--- src/rtl/hst_pkg.sv ---
// Shared types and constants of the heard station table.
// No dependencies; imported by the core and its checker.
package hst_pkg;

    localparam int TABLE_ENTRIES_DEF = 16;

    localparam int CALL_HIGH_W = 48;
    localparam int CALL_LOW_W  = 32;
    localparam int STAMP_W     = 32;
    localparam int COUNT_W     = 16;
    localparam int SLOT_W      = 4;

    // stream widths: fields packed from bit 0, padded to whole bytes
    localparam int S_TDATA_W = CALL_HIGH_W + CALL_LOW_W + STAMP_W;
    localparam int M_FIELD_W = SLOT_W + COUNT_W;
    localparam int M_TDATA_W = ((M_FIELD_W + 7) / 8) * 8;

    localparam logic [COUNT_W-1:0] COUNT_MAX = '1;
    localparam logic [COUNT_W-1:0] COUNT_ONE = COUNT_W'(1);

    // one stored station
    typedef struct packed {
        logic [CALL_HIGH_W-1:0] call_high;
        logic [CALL_LOW_W-1:0]  call_low;
        logic [STAMP_W-1:0]     last_seen;
        logic [COUNT_W-1:0]     count;
        logic                   source;
    } entry_t;

endpackage

--- src/rtl/heard_station_table_core.sv ---
// Heard station table: entry memory, scan sequencer and result register.
// Depends on hst_pkg.

// A table of TABLE_ENTRIES recently heard stations held in one synchronous
// memory. Each input transfer carries a callsign, a time and a source flag;
// the block reads every entry in turn through the memory's single read port,
// looks for an exact callsign match and tracks the entry with the smallest
// last-seen time, then writes back the updated or replaced entry and returns
// one result (slot, hit flag, saturating packet count). The block takes no new
// input transfer until it has passed its scan, drain and write states; the scan
// reads one entry per cycle through the read port, and the write state waits
// until the output register is free. The result waits in an output register,
// so a new item is taken while it is still unread. Reset clears the table at
// once through per-entry valid bits; no clearing pass is needed.
module heard_station_table_core
    import hst_pkg::*;
#(
    parameter int TABLE_ENTRIES = TABLE_ENTRIES_DEF
) (
    input  logic                 aclk,
    input  logic                 aresetn,
    input  logic                 s_tvalid,
    output logic                 s_tready,
    // call_high [47:0], call_low [79:48], stamp [111:80]
    input  logic [S_TDATA_W-1:0] s_tdata,
    // from_radio [0]
    input  logic                 s_tuser,
    output logic                 m_tvalid,
    input  logic                 m_tready,
    // slot [3:0], heard_count [19:4], zero [23:20]
    output logic [M_TDATA_W-1:0] m_tdata,
    // hit [0]
    output logic                 m_tuser
);

    localparam int AW = $clog2(TABLE_ENTRIES);
    localparam logic [AW-1:0] LAST_IDX = AW'(TABLE_ENTRIES - 1);

    typedef enum logic [1:0] {
        ST_IDLE,
        ST_SCAN,
        ST_DRAIN,
        ST_WRITE
    } state_t;

    state_t state_reg;

    // held input item
    logic [CALL_HIGH_W-1:0] call_high_reg;
    logic [CALL_LOW_W-1:0]  call_low_reg;
    logic [STAMP_W-1:0]     stamp_reg;
    logic                   radio_reg;

    // scan pipeline
    logic [AW-1:0] scan_addr_reg;
    logic [AW-1:0] cmp_idx_reg;
    logic          cmp_en_reg;
    entry_t        rd_data_reg;
    logic          rd_valid_reg;

    // scan results
    logic               found_reg;
    logic [AW-1:0]      match_idx_reg;
    logic [COUNT_W-1:0] match_cnt_reg;
    logic [AW-1:0]      old_idx_reg;
    logic [STAMP_W-1:0] least_reg;

    // storage
    entry_t                   mem [TABLE_ENTRIES];
    logic [TABLE_ENTRIES-1:0] valid_reg;

    // output register
    logic               m_valid_reg;
    logic [SLOT_W-1:0]  slot_reg;
    logic               hit_reg;
    logic [COUNT_W-1:0] count_reg;

    logic               s_xfer;
    logic               out_free;
    logic               do_write;
    logic [COUNT_W-1:0] rd_count;
    logic [STAMP_W-1:0] rd_last;
    logic               rd_hit;
    logic [AW-1:0]      wr_idx;
    logic [COUNT_W-1:0] new_count;
    entry_t             wr_entry;

    assign s_tready = (state_reg == ST_IDLE);
    assign s_xfer   = s_tvalid && s_tready;
    assign out_free = !m_valid_reg || m_tready;
    assign do_write = (state_reg == ST_WRITE) && out_free;

    // an entry never written reads as all zero
    assign rd_count = rd_valid_reg ? rd_data_reg.count : '0;
    assign rd_last  = rd_valid_reg ? rd_data_reg.last_seen : '0;
    assign rd_hit   = rd_valid_reg && (rd_data_reg.call_high == call_high_reg)
                      && (rd_data_reg.call_low == call_low_reg);

    // build the entry to write back
    always_comb begin
        wr_idx = found_reg ? match_idx_reg : old_idx_reg;
        if (!found_reg) begin
            new_count = COUNT_ONE;
        end else if (match_cnt_reg == COUNT_MAX) begin
            new_count = COUNT_MAX;
        end else begin
            new_count = match_cnt_reg + COUNT_ONE;
        end
        wr_entry.call_high = call_high_reg;
        wr_entry.call_low  = call_low_reg;
        wr_entry.last_seen = stamp_reg;
        wr_entry.count     = new_count;
        wr_entry.source    = radio_reg;
    end

    // entry memory: one write port, one registered read port
    always_ff @(posedge aclk) begin
        if (do_write) begin
            mem[wr_idx] <= wr_entry;
        end
        rd_data_reg <= mem[scan_addr_reg];
    end

    // valid bits: cleared by reset, set on first write
    always_ff @(posedge aclk) begin
        if (!aresetn) begin
            valid_reg <= '0;
        end else if (do_write) begin
            valid_reg[wr_idx] <= 1'b1;
        end
    end

    // sequencer, scan bookkeeping and output register
    always_ff @(posedge aclk) begin
        if (!aresetn) begin
            state_reg   <= ST_IDLE;
            cmp_en_reg  <= 1'b0;
            m_valid_reg <= 1'b0;
        end else begin
            cmp_en_reg   <= (state_reg == ST_SCAN);
            cmp_idx_reg  <= scan_addr_reg;
            rd_valid_reg <= valid_reg[scan_addr_reg];

            if (m_valid_reg && m_tready && !do_write) begin
                m_valid_reg <= 1'b0;
            end

            // fold one entry into the match and oldest trackers
            if (cmp_en_reg) begin
                if (rd_hit && !found_reg) begin
                    found_reg     <= 1'b1;
                    match_idx_reg <= cmp_idx_reg;
                    match_cnt_reg <= rd_count;
                end
                if ((cmp_idx_reg == '0) || (rd_last < least_reg)) begin
                    least_reg   <= rd_last;
                    old_idx_reg <= cmp_idx_reg;
                end
            end

            case (state_reg)
                ST_IDLE: begin
                    scan_addr_reg <= '0;
                    if (s_xfer) begin
                        call_high_reg <= s_tdata[CALL_HIGH_W-1:0];
                        call_low_reg  <= s_tdata[CALL_HIGH_W +: CALL_LOW_W];
                        stamp_reg     <= s_tdata[CALL_HIGH_W + CALL_LOW_W +: STAMP_W];
                        radio_reg     <= s_tuser;
                        found_reg     <= 1'b0;
                        state_reg     <= ST_SCAN;
                    end
                end
                ST_SCAN: begin
                    // issue one read a cycle
                    if (scan_addr_reg == LAST_IDX) begin
                        state_reg <= ST_DRAIN;
                    end else begin
                        scan_addr_reg <= scan_addr_reg + AW'(1);
                    end
                end
                ST_DRAIN: begin
                    state_reg <= ST_WRITE;
                end
                ST_WRITE: begin
                    // hold until the output register is free
                    if (out_free) begin
                        m_valid_reg <= 1'b1;
                        slot_reg    <= SLOT_W'(wr_idx);
                        hit_reg     <= found_reg;
                        count_reg   <= new_count;
                        state_reg   <= ST_IDLE;
                    end
                end
                default: begin
                    state_reg <= ST_IDLE;
                end
            endcase
        end
    end

    assign m_tvalid = m_valid_reg;
    assign m_tuser  = hit_reg;
    assign m_tdata  = {(M_TDATA_W - M_FIELD_W)'(0), count_reg, slot_reg};

endmodule

--- config.mk ---
export PLATFORM = sky130hd
export DESIGN_NAME = heard_station_table_core
export DESIGN_NICKNAME = d
export VERILOG_FILES = /design/src/rtl/hst_pkg.sv /design/src/rtl/heard_station_table_core.sv
export SDC_FILE = /design/constraint.sdc
export NUM_CORES = 2
export LEC_CHECK = 0
export BUFFER_PORTS_ARGS = -buffer_cell sky130_fd_sc_hd__buf_2
export CAP_MARGIN = 20
export CORE_UTILIZATION = 55
export DETAILED_ROUTE_END_ITERATION = 8
export PLACE_DENSITY_LB_ADDON = 0.25
export SLEW_MARGIN = 20
export SYNTH_ARGS = -nofsm -noshare
export SYNTH_HDL_FRONTEND = slang
export SYNTH_SLANG_ARGS = --single-unit
export TNS_END_PERCENT = 50
--- constraint.sdc ---
create_clock -name aclk -period 10.59 [get_ports aclk]
set_clock_uncertainty 0.05 [all_clocks]
set_input_delay 0.5295 -clock aclk [delete_from_list [all_inputs] [get_ports aclk]]
set_output_delay 0.5295 -clock aclk [all_outputs]
set_load 0.01 [all_outputs]
# Word-level counts from Yosys, hierarchy flattened
# Memories as Yosys holds them, arrays and structs flattened. A register that Yosys moved wholly into a read port is not among the register bits.
# Cells that the tools add are included.
# classes
mux	23
magnitude_cmp	4
add_sub_neg	2
n_eq_ne	11
n_bitwise	1
reduce_logical	22
# op_table
op	count
48-bit == test	1
32-bit == test	1
32-bit less-than comparator	1
16-bit two-way mux	2
32-bit two-way mux	1
3-bit AND reduction	6
16-bit by 1-bit adder with 16-bit output (second input constant)	1
16-bit == test (second input constant)	1
16-bit bitwise OR	1
1-bit two-way mux	11
4-bit by 5-bit less-than comparator with 1-bit output (second input constant)	2
1-bit logical AND	8
4-bit two-way mux	2
2-bit case mux with 4 select lines	1
4-bit case mux with 2 select lines	1
2-bit two-way mux	3
4-bit by 1-bit adder with 4-bit output (second input constant)	1
1-bit binary-select mux with 4-bit select	1
1-bit demux with 4-bit select	1
2-bit == test (second input constant)	2
4-bit == test (second input constant)	1
4-bit by 1-bit >= comparator with 1-bit output (second input constant)	1
4-bit logical NOT	1
2-bit by 1-bit != test with 1-bit output (second input constant)	2
6 further kinds	10
# totals
ramBits	2064
output_inout_bits	27
mem_count	1
reg_bits	220
# mem_list
memory	depth	word_bits	read_ports	rd_clocked_by_memory_dff	write_ports	line_no	source
mem	16	129	1	1	1	heard_station_table_core.sv:69	entry_t mem [TABLE_ENTRIES];

# Longest topological paths before layout
# logic_depth
ltp_word	8
ltp_mapped	9

# Least setup slack after synthesis
# OpenSTA, ideal clock, no wires.
# synth_path
path_kind	register to register
startpoint	register found_reg
endpoint	memory mem[8][100] (netlist name) (enable)
t_required_ps	9922
arrival_ps	6706
path_buffers	1
path_slack_ps	3216
path_stages_with_launch	6
setup_time_ps	618
synth_period_minus_slack_ps	7374
cell_sequence	edfxtp_1 > clkbuf_1 > mux2_2 > nor3b_1 > nand2_1 > nor2_1
# synth_between
elab_chain_len	1
# synth_rtl
item	line_no	source
start: declaration	heard_station_table_core.sv:62	logic found_reg;
start signal: assignment	heard_station_table_core.sv:151	found_reg <= 1'b1;
start signal: assignment	heard_station_table_core.sv:169	found_reg <= 1'b0;
4-bit two-way mux	heard_station_table_core.sv:101	wr_idx = found_reg ? match_idx_reg : old_idx_reg;
via wr_idx[0]	heard_station_table_core.sv:84	logic [AW-1:0] wr_idx;
end: declaration	heard_station_table_core.sv:69	
# The timed path passes the listed nets, and every way through them passes these cells.

# Worst setup path after layout
# layout_path
startpoint	register found_reg
endpoint	memory mem[8][68] (netlist name) (enable)
# The elaborated chain is that of the path after synthesis.

==> impl_summary.md <==
Status
The run finished with clean final reports.

Critical path
The required time reported for the critical path endpoint is 10,990 ps. The worst setup path category is flip-flop to flip-flop. The critical-path cell with the highest stage delay is buf_4.

STA puts the critical path data arrival time at 4870 ps. The cell that appears most often on the critical path is buf_4. The launching element type of the critical path is a flip-flop. On the worst path, the slowest cell contributes a delay of 860 ps. The endpoint type of the worst setup path is a flip-flop. The maximum fanout count along the critical path is 45.

Traced cell by cell, the critical path runs through mux2_2 > nor3b_1 > nand2_1 > nor2_4 > buf_4 > buf_4.

Detailed routing
After the first detailed-routing iteration, the DRC count stood at 4,547. The routed design has 189,000 um of wire. The number of remaining DRC errors is 0. The number of search-and-repair iterations in the first detailed-routing pass is 7. The mean number of vias per cell is 6.16. Dividing the detail-routed wire length by the instance count gives 29.4 um.

The via count of the routed design is 39,600. The number of nets with antenna violations after detailed routing is 0.

STA
The final count of negative-setup-slack endpoints is 0. The transition time of the tightest slew-check pin is 1060 ps. The hold violation count in the final report was 0. The worst path needs 4470 ps of the cycle, external delays included. Summed over all failing endpoints, the final setup total negative slack is 0 ps. Across all setup checks in the final design, the least slack found is 6120 ps. The worst slew margin relative to its limit is 29.0%. The maximum clock rate is 224 MHz. The number of slew-limit violations in the final report was 0. Setup repair after global routing left no endpoint under its margin.

The period utilization is 42.2%.

Synthesis
The mux cell area share after synthesis is 16.4%. In the synthesized netlist the dominant register cell turns out to be edfxtp_1. The simple-gate share of the synthesized area is 1.34%. After synthesis, the largest family of logic cells by area is multiplexers. The portion of synthesized cell area occupied by the leading cell type is 76.0%.

The distinct cell type count of the synthesized netlist is 48. The largest total area in the synthesized netlist belongs to edfxtp_1. The mapped netlist covers 88,800 um2.

For this run, the register share of the synthesized area comes to 79.3%. Summing the areas of all fa, ha and maj instances in the mapped netlist gives 0.521% of the synthesized area. The xor and xnor fraction of the mapped netlist area is 0.631%. The proportion of register bits with asynchronous set or reset after synthesis is 0%. The number of register bits inferred by synthesis is 2,395. The number of instances in the synthesized netlist is 3,672.

The number of flops mapped to enable cells by yosys is 2,247. The count of synthesis-stage warnings from yosys is 0. Sorting the synthesized cells by area gives the leading types as edfxtp_1 (76%), mux4_2 (16%), dfxtp_1 (3.3%). After synthesis, the mean cell area works out to 24.2 um2.

The compound-gate portion of the synthesized area is 0.682%.

Pwr
Combinational logic burns 18.6% of the power. The clock group share of total power is 33.6%. The power share of the sequential group is 47.8%. For this design the total switching power over the nets is 5990 uW. The largest voltage drop on the vdd net is 0.000227 V. The static power due to leakage is 0.0320 uW. Power spread over the standard cell area amounts to 236 nW/um2. The cell internal power dissipation is 17,900 uW.

The switching part of the total is 25.1%.

Global routing
The global router's overall resource usage is 23.7%. The first-pass GRT wire length is 277,000 um. The largest net degree at the start of global routing is 148. The number of antenna violations at the first check in global routing is 5. In the global route stage, met2 resource usage came out at 37.9%.

Summed over all layers, the global routing overflow is 0. Global routing used 35.2% of the available met1 tracks. The global routing usage on met3 is 3.39%. The via count of the first global-routing pass came to 40,500. The most used routing layer in global routing is met2.

Layout
Compared with the post-synthesis result, the final layout area differs by 13.7%. Cells with a size suffix above 1 make up 28.8% of the layout. The number of inserted diodes is 0. The number of flip-flops in the largest register is 2,048.

In the final design database the tool counted 4,224 nets.

Clock tree
The level count of the clock H-tree is 4. Clock tree synthesis found a total of 2,395 sinks. In this run the clock root is driven by a clkbuf_16. The count of buffers added by post-CTS timing repair for setup is 0. The clock passes through at most 3 buffers.

After clock tree synthesis, the clock-pin slew on the worst setup and hold paths is 60 ps. TritonCTS built the clock tree. The clock latency reported for the late side of the worst-skew pair is 850 ps. The hold buffer count at cts is 113. The number of buffers added by the clock tree synthesis step is 225. In this run, post-CTS repair resized a total of 0 instances.

Floorplanning
The starting density of the core is 55.4%. The width of the chip is 404 um. The full die area is 163,000 um2. The placeable core region is 160,000 um2. The site row count is 147. The floorplan step set the die height to 404 um. The number of top-level design ports is 144.

Placed design
The weighted congestion reported at the end of routability-driven placement is 0.776. Port buffering added 138 buffers. Detailed placement finished with a half-perimeter wire length of 91,300 um. The placement-stage worst setup slack is 6160 ps.

Run
The max capacitance violation total is 0.

Worst hold path
The path class of the lowest-slack min-delay path is input pin to flip-flop.
-- logic make-up (layout without fill, tap and decap cells) --
logic type      count (synthesis)  after routing
flops                        2395           2395
mux                           650            650
buf+inv                       225            820
simple gates                  212            212
compound gates                 88             88
xor+xnor                       64             64
fa+ha+maj                      37             37
other cells                     1              4
-- power groups by stage --
stage	registers [uW]	logic (uW)	clock network [uW]
after floorplan	11500	3400	0
after global placement	11600	4440	0
after detailed placement	11600	4460	0
after CTS	11400	4510	8130
after global routing	11500	4730	8460
final	11400	4430	8020
-- worst max-delay path: cells and delay by family, from the launching register on --
kind	cells	cell delay, ps
buf+inv	2	1590
flops	1	720
mux	1	450
simple gates	3	1140
-- synth_stat cells (4+ instances only) --
master and count:
o22ai_1 7, nor2b_1 8, edfxtp_1 2247, nand2b_1 26, a21oi_1 24, buf_4 4, xor2_1 13, mux2i_1 4
mux4_2 645, nand3_1 15, a22o_1 4, and2_1 54, clkbuf_1 73, o21a_1 18, buf_1 23, nand4_1 29
o21ai_0 8, dfxtp_1 148, nor3_1 5, nor2_1 26, o2111ai_1 5, inv_1 65, buf_6 4, nor4_1 13
ha_1 37, nand2_1 27, buf_2 56, xnor2_1 51, a21o_1 6
-- through the flow --
step	hold slack (ps)	power (uW)	instance area, um2	instances	util (%)
global route	175	24700	101000	6430	62.9
CTS	120	24100	101000	6430	62.9
finish	180	23900	101000	6430	62.9
detailed placement	401	16100	92400	5890	57.6
global placement	391	16000	92400	5890	57.6
floorplan	371	14900	88800	3675	-
-- worst paths after layout --
check / start / end / slack, ps / depth (start not counted)
min reg2reg: valid_reg[15] / valid_reg[15] / 410 / 1
max: found_reg / mem[8][68] / 6120 / 6
min: aresetn / m_tvalid / 180 / 3
max reg2reg: found_reg / mem[8][68] / 6120 / 6
-- area by class of cell --
| type | instances | area, um2 |
|---|---|---|
| Inverter | 65 | 244 |
| Clock inverter | 136 | 1390 |
| Multi-Input combinational cell | 1055 | 17600 |
| Timing Repair Buffer | 328 | 2570 |
| Fill cell | 10700 | 59400 |
| Tap cell | 2160 | 2700 |
| Sequential cell | 2395 | 70400 |
| Clock buffer | 291 | 6010 |
-- placed cells by master, fill, tap and decap left out, drive strengths merged, types with 37 or more instances in the layout --
cell and instances:
and2 54, buf 215, clkbuf 291, clkinv 98
dfxtp 148, dlygate4sd3 113, edfxtp 2247, ha 37
inv 73, mux4 645, xnor2 51
-- per-layer routing --
metal,wire length [um],part of all wire [%],up-vias
li1,-,-,16400
met1,79500,42,21500
met2,93200,49,1557
met3,13200,7.0,236
met4,3250,1.7,4
met5,34,0.018,-
No activity file was read; power rests on OpenSTA's default activity.
